===== src/sv/b64e_pkg.sv =====
// ---------------------------------------------------------------------------
// base64 encoder package
// shared types, constants and the sextet to character map
// ---------------------------------------------------------------------------
package b64e_pkg;

   localparam int BYTE_W        = 8;
   localparam int SEXTET_W      = 6;
   localparam int KEEP_W        = 3;
   localparam int DEF_QUEUE_DEPTH = 2;

   localparam logic [BYTE_W-1:0] PAD_CHAR    = 8'h3D;
   localparam logic [BYTE_W-1:0] UPPER_BASE  = 8'h41;
   localparam logic [BYTE_W-1:0] LOWER_BASE  = 8'h61;
   localparam logic [BYTE_W-1:0] DIGIT_BASE  = 8'h30;
   localparam logic [BYTE_W-1:0] PLUS_CHAR   = 8'h2B;
   localparam logic [BYTE_W-1:0] SLASH_CHAR  = 8'h2F;

   localparam logic [SEXTET_W-1:0] LOWER_START = 6'd26;
   localparam logic [SEXTET_W-1:0] DIGIT_START = 6'd52;
   localparam logic [SEXTET_W-1:0] PLUS_CODE   = 6'd62;
   localparam logic [SEXTET_W-1:0] SLASH_CODE  = 6'd63;

   localparam logic [KEEP_W-1:0] KEEP_ONE_BYTE  = 3'd2;
   localparam logic [KEEP_W-1:0] KEEP_TWO_BYTES = 3'd3;
   localparam logic [KEEP_W-1:0] KEEP_FULL      = 3'd4;

   // bytes[7:0] is the first byte of the group
   typedef struct packed {
      logic [3*BYTE_W-1:0] bytes;
      logic [KEEP_W-1:0]   keep;
      logic                last;
   } group_type;

   function automatic logic [BYTE_W-1:0] b64e_char(input logic [SEXTET_W-1:0] code);
      logic [BYTE_W-1:0] ext;
      ext = {2'b00, code};
      if (code < LOWER_START) begin
         return UPPER_BASE + ext;
      end else if (code < DIGIT_START) begin
         return LOWER_BASE + ext - {2'b00, LOWER_START};
      end else if (code < PLUS_CODE) begin
         return DIGIT_BASE + ext - {2'b00, DIGIT_START};
      end else if (code == PLUS_CODE) begin
         return PLUS_CHAR;
      end else begin
         return SLASH_CHAR;
      end
   endfunction

endpackage


===== src/sv/b64e_front.sv =====
// ---------------------------------------------------------------------------
// base64 encoder front
// collects message bytes into groups of three and queues finished groups
// ---------------------------------------------------------------------------
module b64e_front (
   input  logic                           clock,
   input  logic                           reset,
   input  logic                           req_valid,
   input  logic                           req_ready,
   input  logic [b64e_pkg::BYTE_W-1:0]    data_byte,
   input  logic                           end_of_message,
   output logic                           push,
   output b64e_pkg::group_type            push_group
);
   import b64e_pkg::*;

   logic [1:0]        pos_ff, pos_in;
   logic [BYTE_W-1:0] pend0_ff, pend0_in;
   logic [BYTE_W-1:0] pend1_ff, pend1_in;
   logic              accept;

   assign accept = req_valid && req_ready;

   always_comb begin
      pos_in     = pos_ff;
      pend0_in   = pend0_ff;
      pend1_in   = pend1_ff;
      push       = 1'b0;
      push_group = '0;
      if (accept) begin
         if (pos_ff == 2'd2) begin
            push             = 1'b1;
            push_group.bytes = {data_byte, pend1_ff, pend0_ff};
            push_group.keep  = KEEP_FULL;
            push_group.last  = end_of_message;
            pos_in           = 2'd0;
         end else if (end_of_message) begin
            push            = 1'b1;
            push_group.last = 1'b1;
            pos_in          = 2'd0;
            if (pos_ff == 2'd1) begin
               push_group.bytes = {{BYTE_W{1'b0}}, data_byte, pend0_ff};
               push_group.keep  = KEEP_TWO_BYTES;
            end else begin
               push_group.bytes = {{2*BYTE_W{1'b0}}, data_byte};
               push_group.keep  = KEEP_ONE_BYTE;
            end
         end else if (pos_ff == 2'd1) begin
            pend1_in = data_byte;
            pos_in   = 2'd2;
         end else begin
            pend0_in = data_byte;
            pos_in   = 2'd1;
         end
      end
   end

   always_ff @(posedge clock) begin
      if (reset) begin
         pos_ff <= 2'd0;
      end else begin
         pos_ff <= pos_in;
      end
      pend0_ff <= pend0_in;
      pend1_ff <= pend1_in;
   end

`ifndef SYNTHESIS
   a_pos_range: assert property (@(posedge clock) disable iff (reset)
      pos_ff != 2'd3) else $error("group position out of range");
   a_push_on_end: assert property (@(posedge clock) disable iff (reset)
      accept && end_of_message |-> push && push_group.last)
      else $error("message end not queued");
`endif

endmodule


===== src/sv/b64e_queue.sv =====
// ---------------------------------------------------------------------------
// base64 encoder group queue
// short first-in first-out store between the front and the back
// ---------------------------------------------------------------------------
module b64e_queue #(
   parameter int DEPTH = b64e_pkg::DEF_QUEUE_DEPTH
) (
   input  logic                clock,
   input  logic                reset,
   input  logic                push,
   input  b64e_pkg::group_type push_group,
   input  logic                pop,
   output b64e_pkg::group_type head_group,
   output logic                full,
   output logic                empty
);
   import b64e_pkg::*;

   localparam int PTR_W = (DEPTH > 1) ? $clog2(DEPTH) : 1;
   localparam int CNT_W = $clog2(DEPTH + 1);

   group_type          mem_ff [DEPTH];
   logic [PTR_W-1:0]   wr_ptr_ff, wr_ptr_in;
   logic [PTR_W-1:0]   rd_ptr_ff, rd_ptr_in;
   logic [CNT_W-1:0]   count_ff, count_in;
   logic               do_push, do_pop;

   assign full       = (count_ff == CNT_W'(DEPTH));
   assign empty      = (count_ff == '0);
   assign do_push    = push && !full;
   assign do_pop     = pop && !empty;
   assign head_group = mem_ff[rd_ptr_ff];

   always_comb begin
      wr_ptr_in = wr_ptr_ff;
      rd_ptr_in = rd_ptr_ff;
      count_in  = count_ff;
      if (do_push) begin
         wr_ptr_in = (wr_ptr_ff == PTR_W'(DEPTH - 1)) ? '0 : wr_ptr_ff + 1'b1;
      end
      if (do_pop) begin
         rd_ptr_in = (rd_ptr_ff == PTR_W'(DEPTH - 1)) ? '0 : rd_ptr_ff + 1'b1;
      end
      if (do_push && !do_pop) begin
         count_in = count_ff + 1'b1;
      end else if (do_pop && !do_push) begin
         count_in = count_ff - 1'b1;
      end
   end

   always_ff @(posedge clock) begin
      if (reset) begin
         wr_ptr_ff <= '0;
         rd_ptr_ff <= '0;
         count_ff  <= '0;
      end else begin
         wr_ptr_ff <= wr_ptr_in;
         rd_ptr_ff <= rd_ptr_in;
         count_ff  <= count_in;
      end
      if (do_push) begin
         mem_ff[wr_ptr_ff] <= push_group;
      end
   end

`ifndef SYNTHESIS
   a_no_overflow: assert property (@(posedge clock) disable iff (reset)
      !(push && full)) else $error("group pushed into full queue");
   a_count_range: assert property (@(posedge clock) disable iff (reset)
      count_ff <= CNT_W'(DEPTH)) else $error("queue count out of range");
`endif

endmodule


===== src/sv/b64e_back.sv =====
// ---------------------------------------------------------------------------
// base64 encoder back
// turns each queued group into four characters, one per cycle while rsp_ready is high
// ---------------------------------------------------------------------------
module b64e_back (
   input  logic                          clock,
   input  logic                          reset,
   input  b64e_pkg::group_type           head_group,
   input  logic                          empty,
   output logic                          pop,
   output logic                          rsp_valid,
   input  logic                          rsp_ready,
   output logic [b64e_pkg::BYTE_W-1:0]   out_char,
   output logic                          last_char
);
   import b64e_pkg::*;

   group_type           cur_ff, cur_in;
   logic                cur_valid_ff, cur_valid_in;
   logic [1:0]          idx_ff, idx_in;
   logic                out_valid_ff, out_valid_in;
   logic [BYTE_W-1:0]   out_char_ff, out_char_in;
   logic                out_last_ff, out_last_in;
   logic                out_free, step, cur_done;
   logic [SEXTET_W-1:0] sextet;
   logic [BYTE_W-1:0]   b0, b1, b2;

   assign b0 = cur_ff.bytes[BYTE_W-1:0];
   assign b1 = cur_ff.bytes[2*BYTE_W-1:BYTE_W];
   assign b2 = cur_ff.bytes[3*BYTE_W-1:2*BYTE_W];

   always_comb begin
      case (idx_ff)
         2'd0:    sextet = b0[7:2];
         2'd1:    sextet = {b0[1:0], b1[7:4]};
         2'd2:    sextet = {b1[3:0], b2[7:6]};
         default: sextet = b2[5:0];
      endcase
   end

   assign out_free = !out_valid_ff || rsp_ready;
   assign step     = cur_valid_ff && out_free;
   assign cur_done = step && (idx_ff == 2'd3);
   assign pop      = !empty && (!cur_valid_ff || cur_done);

   always_comb begin
      cur_in       = cur_ff;
      cur_valid_in = cur_valid_ff;
      idx_in       = idx_ff;
      out_valid_in = out_valid_ff;
      out_char_in  = out_char_ff;
      out_last_in  = out_last_ff;
      if (step) begin
         idx_in       = idx_ff + 1'b1;
         out_valid_in = 1'b1;
         out_char_in  = ({1'b0, idx_ff} < cur_ff.keep) ? b64e_char(sextet) : PAD_CHAR;
         out_last_in  = cur_ff.last && (idx_ff == 2'd3);
      end else if (rsp_ready) begin
         out_valid_in = 1'b0;
      end
      if (cur_done) begin
         cur_valid_in = 1'b0;
      end
      if (pop) begin
         cur_in       = head_group;
         cur_valid_in = 1'b1;
         idx_in       = 2'd0;
      end
   end

   always_ff @(posedge clock) begin
      if (reset) begin
         cur_valid_ff <= 1'b0;
         idx_ff       <= 2'd0;
         out_valid_ff <= 1'b0;
      end else begin
         cur_valid_ff <= cur_valid_in;
         idx_ff       <= idx_in;
         out_valid_ff <= out_valid_in;
      end
      cur_ff      <= cur_in;
      out_char_ff <= out_char_in;
      out_last_ff <= out_last_in;
   end

   assign rsp_valid = out_valid_ff;
   assign out_char  = out_char_ff;
   assign last_char = out_last_ff;

`ifndef SYNTHESIS
   a_pop_loads: assert property (@(posedge clock) disable iff (reset)
      pop |=> cur_valid_ff && (idx_ff == 2'd0)) else $error("group not loaded");
   a_done_shows: assert property (@(posedge clock) disable iff (reset)
      cur_done |=> out_valid_ff) else $error("final character not presented");
`endif

endmodule


===== src/sv/base64_encoder_top.sv =====
// ---------------------------------------------------------------------------
// base64 encoder top level
// padded base64 encoding of byte messages, one character per result
// ---------------------------------------------------------------------------
// usage
//   req channel: one message byte per request in req_tdata, req_tlast high
//   on the last byte of the message
//   rsp channel: one character per transfer in rsp_tdata (alphabet or '='),
//   rsp_tlast high on the final character of the message
//   every third byte, and every last byte, yields four characters
//   a group that a byte closes is queued, then loaded into the back end's
//   current group register; its characters leave from the output register
//   throughput: one character per cycle on rsp while rsp_tready is high,
//   set by the character serialiser in the back end; req takes three bytes
//   per four characters; a small group queue lets req keep taking bytes
//   while rsp is stalled; req_tready drops only when the queue is full
//   reset clears the group position, the queue and the output register
// ---------------------------------------------------------------------------
module base64_encoder_top #(
   parameter int QUEUE_DEPTH = b64e_pkg::DEF_QUEUE_DEPTH
) (
   input  logic       clock,
   input  logic       reset,
   input  logic       req_tvalid,
   output logic       req_tready,
   input  logic [7:0] req_tdata,  // [7:0] data_byte
   input  logic       req_tlast,
   output logic       rsp_tvalid,
   input  logic       rsp_tready,
   output logic [7:0] rsp_tdata,  // [7:0] out_char
   output logic       rsp_tlast
);
   import b64e_pkg::*;

   logic      push, pop, full, empty;
   group_type push_group, head_group;

   assign req_tready = !full;

   b64e_front u_front (
      .clock          (clock),
      .reset          (reset),
      .req_valid      (req_tvalid),
      .req_ready      (req_tready),
      .data_byte      (req_tdata),
      .end_of_message (req_tlast),
      .push           (push),
      .push_group     (push_group)
   );

   b64e_queue #(
      .DEPTH (QUEUE_DEPTH)
   ) u_queue (
      .clock      (clock),
      .reset      (reset),
      .push       (push),
      .push_group (push_group),
      .pop        (pop),
      .head_group (head_group),
      .full       (full),
      .empty      (empty)
   );

   b64e_back u_back (
      .clock      (clock),
      .reset      (reset),
      .head_group (head_group),
      .empty      (empty),
      .pop        (pop),
      .rsp_valid  (rsp_tvalid),
      .rsp_ready  (rsp_tready),
      .out_char   (rsp_tdata),
      .last_char  (rsp_tlast)
   );

endmodule


===== config.mk =====
export PLATFORM = sky130hd
export DESIGN_NAME = base64_encoder_top
export DESIGN_NICKNAME = d
export VERILOG_FILES = /design/src/sv/b64e_pkg.sv /design/src/sv/b64e_front.sv /design/src/sv/b64e_queue.sv /design/src/sv/b64e_back.sv /design/src/sv/base64_encoder_top.sv
export SDC_FILE = /design/constraint.sdc
export NUM_CORES = 1
export LEC_CHECK = 0
export BUFFER_PORTS_ARGS = -buffer_cell sky130_fd_sc_hd__buf_2
export CORE_UTILIZATION = 40
export CTS_CLUSTER_SIZE = 16
export DETAILED_ROUTE_END_ITERATION = 6
export GPL_TIMING_DRIVEN = 0
export PLACE_DENSITY_LB_ADDON = 0.1
export SYNTH_ARGS = -nofsm -noshare
export SYNTH_HDL_FRONTEND = slang
export SYNTH_SLANG_ARGS = --single-unit

===== constraint.sdc =====
create_clock -name clock -period 4.9 [get_ports clock]
set_input_delay 0.245 -clock clock [delete_from_list [all_inputs] [get_ports clock]]
set_output_delay 0.245 -clock clock [all_outputs]
set_load 0.01 [all_outputs]

Word level (Yosys, flattened, before mapping)
Memories as Yosys holds them, arrays and structs flattened. A register that Yosys moved wholly into a read port is not among the register bits.
Index checks and enable logic that the tools add are counted.
{ "op_classes": {"n_lt_le_gt_ge": 4, "mul": 0, "reduce_logical": 25, "bitwise": 3, "n_eq_ne": 7, "n_mux": 25, "shift": 0, "n_div": 0, "addsub": 10} }
{ "op_table": {"columns": ["op", "n"], "rows": [
  ["$mux W28", 3],
  ["$mux W8", 3],
  ["$mux W19", 1],
  ["$pmux W6 S3", 1],
  ["$add A7 B6 Y8 const A", 2],
  ["$lt A6 B6 Y1 const B", 2],
  ["$mux W1", 11],
  ["$mux W2", 5],
  ["$logic_and A1 B1 Y1", 9],
  ["$eq A2 B2 Y1 const B", 4],
  ["$reduce_and A4 Y1", 2],
  ["$sub A8 B5 Y8 const B", 1],
  ["$sub A8 B6 Y8 const B", 1],
  ["$add A6 B6 Y7 const A", 1],
  ["$eq A6 B6 Y1 const B", 1],
  ["$logic_not A1 Y1", 6],
  ["$lt A6 B5 Y1 const B", 1],
  ["$reduce_bool A2 Y1", 3],
  ["$add A2 B1 Y2 const B", 2],
  ["$eq A2 B1 Y1 const B", 2],
  ["$logic_not A2 Y1", 2],
  ["$lt A2 B3 Y1", 1],
  ["$mux W3", 1],
  ["$not A1 Y1", 3],
  ["other kinds (4)", 6]
]} }
{ "word_totals": {"rom_bits": 0, "regBits": 35, "latch_bits": 0, "ram_bits": 56, "mem_count": 1, "out_inout_bits": 11} }
{ "memory_table": {"columns": ["memory", "words", "width", "read_ports", "rd_clocked_by_memory_dff", "write_ports", "line", "rtl"], "rows": [
  ["u_queue.mem_ff", 2, 28, 1, 1, 1, "b64e_queue.sv:22", "group_type mem_ff [DEPTH];"]
]} }

Depth between registers and ports, before layout
{ "depth": {"ltp_word": 10, "depth_mapped": 10} }

Modules after synthesis
From an unflattened synthesis, not the netlist that was laid out.
{ "unflattened": {"hier_cells": 346, "hier_area_um2": 5141.2} }
{ "modules_own_cells": {"columns": ["mod", "cells_each", "seq_area_each_um2", "instances", "area_per_inst_um2"], "rows": [
  ["b64e_queue", 112, 1781.7, 1, 2234.6],
  ["b64e_back", 146, 1191.1, 1, 1889.3],
  ["b64e_front", 87, 520.5, 1, 1013.5],
  ["base64_encoder_top", 1, 0.0, 1, 3.8]
]} }

Worst setup path before layout
No wires, ideal clock.
{ "synth_path": {"kind": "register -> register", "from": "register u_queue.count_ff[0]", "to": "memory u_queue.mem_ff[0][0] in the netlist's numbering (enable)", "slack_ns": 1.553, "setup_ns": 0.448, "arrival_time_ns": 2.898, "t_required_ns": 4.452, "period_less_slack_ns": 3.347, "path_stages_with_launch": 5, "path_cell_list": "dfxtp_1 -> nand2b_1 -> nand2_1 -> clkbuf_1 -> nor3_1"} }
{ "synth_between": {"elab_chain_cells": 7} }
{ "synth_rtl": {"columns": ["item", "line", "rtl"], "rows": [
  ["start, declared", "b64e_queue.sv:25", "logic [CNT_W-1:0] count_ff, count_in;"],
  ["start signal, assigned", "b64e_queue.sv:59", "count_ff <= count_in;"],
  ["$eq A2 B2 Y1 *", "b64e_queue.sv:28", "assign full = (count_ff == CNT_W'(DEPTH));"],
  ["$logic_not A1 Y1 *", "base64_encoder_top.sv:38", "assign req_tready = !full;"],
  ["via req_tready", "base64_encoder_top.sv:25", "output logic req_tready,"],
  ["$logic_and A1 B1 Y1", "b64e_front.sv:22", "assign accept = req_valid && req_ready;"],
  ["$mux W1", "b64e_front.sv:30", "if (accept) begin"],
  ["$logic_and A1 B1 Y1 *", "b64e_queue.sv:30", "assign do_push = push && !full;"],
  ["$mux W1 *", "b64e_queue.sv:61", "if (do_push) begin"],
  ["$mux W1 (not written as such) *", "b64e_queue.sv:62", "mem_ff[wr_ptr_ff] <= push_group;"],
  ["end, declared", "b64e_queue.sv:22", null]
]} }
Mark *: on every way through the listed nets, which the timed path passes. The rest lies on a longest branch.

Worst setup path after layout
{ "layout_path": {"from": "register u_back.idx_ff[0]", "to": "register u_back.out_char_ff[4], in the netlist u_back.out_char[4], data pin"} }
{ "layout_between": {"elab_chain_cells": 7, "word_cells_on_any_way": 16} }
{ "layout_rtl": {"columns": ["item", "line", "rtl"], "rows": [
  ["start, declared", "b64e_back.sv:20", "logic [1:0] idx_ff, idx_in;"],
  ["start signal, assigned", "b64e_back.sv:78", "idx_ff <= idx_in;"],
  ["$eq A2 B2 Y1 (tied with other cells)", "b64e_back.sv:33", "case (idx_ff)"],
  ["$pmux W6 S3", "b64e_back.sv:33", null],
  ["$add A6 B6 Y7", "b64e_pkg.sv:43", "return DIGIT_BASE + ext - {2'b00, DIGIT_START};"],
  ["$sub A8 B6 Y8", "b64e_pkg.sv:43", null],
  ["$mux W8", "b64e_pkg.sv:42", "end else if (code < PLUS_CODE) begin"],
  ["$mux W8", "b64e_pkg.sv:40", "end else if (code < DIGIT_START) begin"],
  ["$mux W8", "b64e_pkg.sv:38", "if (code < LOWER_START) begin"],
  ["end signal, assigned", "b64e_back.sv:82", "out_char_ff <= out_char_in;"],
  ["end, declared", "b64e_back.sv:22", "logic [BYTE_W-1:0] out_char_ff, out_char_in;"]
]} }
Parallel ways exist; a longest one is shown, timed or not.
A chain may end at the register's enable or synchronous reset.

==> results by group <==
Die
  – Die footprint: 0.01325 mm2
  – Core area: 0.01226 mm2
  – Row Count: 40
  – Die Wd: 115.1 um
  – Die height: 115.1 um
  – I/O pins: 24
  – Initial core utilization: 41.73%

Critical path
  – Max FO, Critical Path: 10
  – Reg2reg end: u_back.out_char[4]
  – Kind of cell adding the most delay to the critical path: compound AO/OA/AOI/OAI gates
  – Slowest stage delay, CP: 500 ps
  – Crit path kind: register to register
  – Setup crit end kind: register
  – Most used cell, CP: ha_1
  – Crit path required time: 5050 ps
  – R2R Setup Slk: 1550 ps
  – FF-to-FF Start: u_back.idx_ff[0]
  – Slowest CP cell: a222oi_1
  – CP Cell Sequence: inv_1, ha_1, a222oi_1, a21o_1, clkinv_1, ha_1, clkbuf_1, nor3_1, a211oi_1, a211o_1
  – CP arrival: 3510 ps
  – Worst setup SP type: register
  – Cells on worst reg2reg path: 10
  – CP Buf/Inv Count: 3

Final layout
  – Fill cells: 1062
  – Fin cells: 576
  – P&R area growth vs syn: 18.12%
  – Nets@finish: 420
  – Layout cell share with drive strength beyond 1: 23.53%
  – # diodes: 0

Timing
  – Clock Skew: 10.28 ps
  – Final Worst Setup Slack: 1546 ps
  – Count of final hold-check violations: 0
  – Final Slew Violations: 0
  – Slew headroom: 17.58%
  – Min Tclk post-route: 3354 ps
  – Setup TNS: 0 ps
  – Slew @ Worst Pin: 1227 ps
  – Part of the cycle the worst path needs: 68.45%
  – Unrepaired setup endpoints after global routing: false
  – WHS: 79.05 ps
  – Finish-stage setup viols: 0
  – Fmax: 0.2981 GHz

Route
  – Post-route ant nets: 0
  – Iteration-0 DRC count of the detailed router: 245
  – DR vias: 2900
  – Pre-Repair DR Iteration Count: 4
  – DR vias/cell: 5.035
  – Avg WL per Cell: 16.98 um
  – DRC viols: 0
  – Routed wire length: 9783 um

Global routing
  – Global Route Usage Sum: 16.40%
  – Largest net degree at the start of global routing: 30
  – Congestion Overflow GR: 0
  – Vias in the first global route: 2852
  – Initial antenna violation count: 0
  – First-pass GRT wire length: 15470 um

Clock tree
  – CTS hold repair buffers: 0
  – Worst-skew pair later-pin latency: 410 ps
  – Clock-pin transition on the worst setup and hold timing paths: 50 ps
  – CTS resizes: 0
  – Root Driver: clkbuf_16
  – H-tree depth: 4
  – CTS tree: built
  – Post-CTS Setup Bufs: 0
  – Max Root-Sink Buffers: 2
  – Inserted Clock Buffers: 17
  – CTS sink cnt: 119

Run status
  – Status: finished clean

Worst hold path
  – Hold Startpoint: req_tdata[7]
  – Hold Path End: u_front.pend1_ff[7]
  – Hold WC Path Type: input port to register
  – Hold path cells: 1

Synth
  – Top FF cell, synth: edfxtp_1
  – Area leader, netlist: edfxtp_1
  – Post-synth EDFFs: 109
  – Top-area cell type share of the netlist area: 63.96%
  – YS warnings: 0
  – Flops & latches, synth: 119
  – Mean Syn Cell Area: 14.62 um2
  – Mapped Area: 0.005117 mm2
  – Seq/Total Area, Yosys: 67.87%
  – Syn Nets: 375
  – Post-Syn Instances: 350
  – Synth area leaders: edfxtp_1 (64%), mux2_2 (6.6%), dfxtp_1 (3.9%), ha_1 (2.9%), a22o_1 (2.9%)
  – Cell variety after synth: 45
  – Share of flip-flops with an asynchronous set or reset: 0%

Placement
  – Gp weighted congestion: 0.7871
  – Dpl ws: 1657 ps
  – Port Buffers: 22
  – Post-DP HPWL: 6559 um
  – Placed cell count: 544

Power and ir drop
  – PD cells: 622.4 mW/mm2
  – Power consumption: 3762 uW
  – LEAKAGE: 0.002189 uW
  – Maximum vdd ir drop: 0.0002712 V

Run
  – Max-cap viol count: 0
-- where the power goes --
part | leakage, uW | switching [uW] | internal (uW)
sequential | 0.00110 | 74.2 | 1400
combinational | 0.000829 | 692 | 474
clock | 0.000257 | 435 | 685
total | 0.00219 | 1200 | 2560
-- layer usage --
metal  track usage (%)  part of all wire, %  vias up
li1                  -                    -     1434
met1             21.11                   49     1409
met2             25.14                   47       43
met3             4.850                  2.6       14
met4             8.658                  2.0        0
met5                 0                    0        -
-- layout make-up --
type	count	area, um2	area share [%]
timing repair buffer	26	160.2	2.650
sequential	119	3473	57.46
tap	168	210.2	3.478
multi-input combinational	199	1530	25.32
clock inverter	15	113.9	1.884
inverter	19	71.32	1.180
clock buffer	17	425.4	7.038
buffer	13	60.06	0.9936
-- logic make-up (layout without fill, tap and decap cells) --
family / Yosys count / count (layout) / share of synthesized area, %
DFF: 119 / 119 / 67.87
and+or+nand+nor: 73 / 73 / 6.871
AOI/OAI and AO/OA: 71 / 71 / 10.61
muxes: 35 / 35 / 7.775
buffers and inverters: 32 / 90 / 2.567
adders and majority gates: 12 / 12 / 2.934
xor gates and xnor gates: 8 / 8 / 1.369
-- cell usage in the layout (no fill, tap or decap), types with 11 or more instances in the layout --
| cell | n |
|---|---|
| edfxtp_1 | 109 |
| mux2_2 | 30 |
| nor2_1 | 26 |
| buf_2 | 22 |
| inv_1 | 17 |
| a22o_1 | 17 |
| clkbuf_16 | 17 |
| ha_1 | 12 |
| a21oi_1 | 11 |
-- sequential cells by signal, summed over array words and instances, names as in the netlist, 4 cells and up --
signal	count
u_back.b0	8
u_back.b1	8
u_back.out_char	8
u_back.cur_ff	4
u_front.pend0_ff	8
u_queue.mem_ff	56
u_back.b2	8
u_front.pend1_ff	8
-- cell usage after synthesis, types with 2 or more instances --
library cell	count
edfxtp_1	109
o211a_1	2
dfxtp_1	10
mux2i_1	3
nor3_1	10
a31oi_1	3
and2_1	11
or3_1	2
a211oi_1	2
mux2_2	30
nor2_1	26
a21oi_1	12
mux2_4	2
a22o_1	17
nand2_1	10
o22ai_1	2
o21ai_0	7
inv_1	17
nand3_1	4
nor3b_1	2
a222oi_1	5
o211ai_1	3
clkbuf_1	10
nand2b_1	4
xor2_1	2
a22oi_1	10
ha_1	12
xnor2_1	6
-- per-stage QoR --
stage / cell area, um2 / utilization [%]
3_3_place_gp: 5438 / 44.35
3_5_place_dp: 5504 / 44.89
2_1_floorplan: 5117 / -
6_report: 6045 / 49.30
4_1_cts: 6043 / 49.29
5_1_grt: 6045 / 49.30
-- worst max path at each step --
stage | to | cells past startpoint | startpoint
after global routing | u_back.out_char[4] | 10 | u_back.idx_ff[0]
after floorplan | u_queue.mem_ff[0][0] | 4 | u_queue.count_ff[0]
after global placement | u_queue.mem_ff[0][24] | 4 | u_queue.count_ff[0]
after detailed placement | u_back.out_char[4] | 10 | u_back.idx_ff[0]
final | u_back.out_char[4] | 10 | u_back.idx_ff[0]
after CTS | u_back.out_char[4] | 10 | u_back.idx_ff[0]
-- worst register-to-register path: stages (launching register included) --
cell and delay, ps:
dfxtp_1 410, inv_1 130, ha_1 310, a222oi_1 500
a21o_1 320, clkinv_1 270, ha_1 290, clkbuf_1 240
nor3_1 240, a211oi_1 80, a211o_1 320
Power figures use the tool's default switching activity.
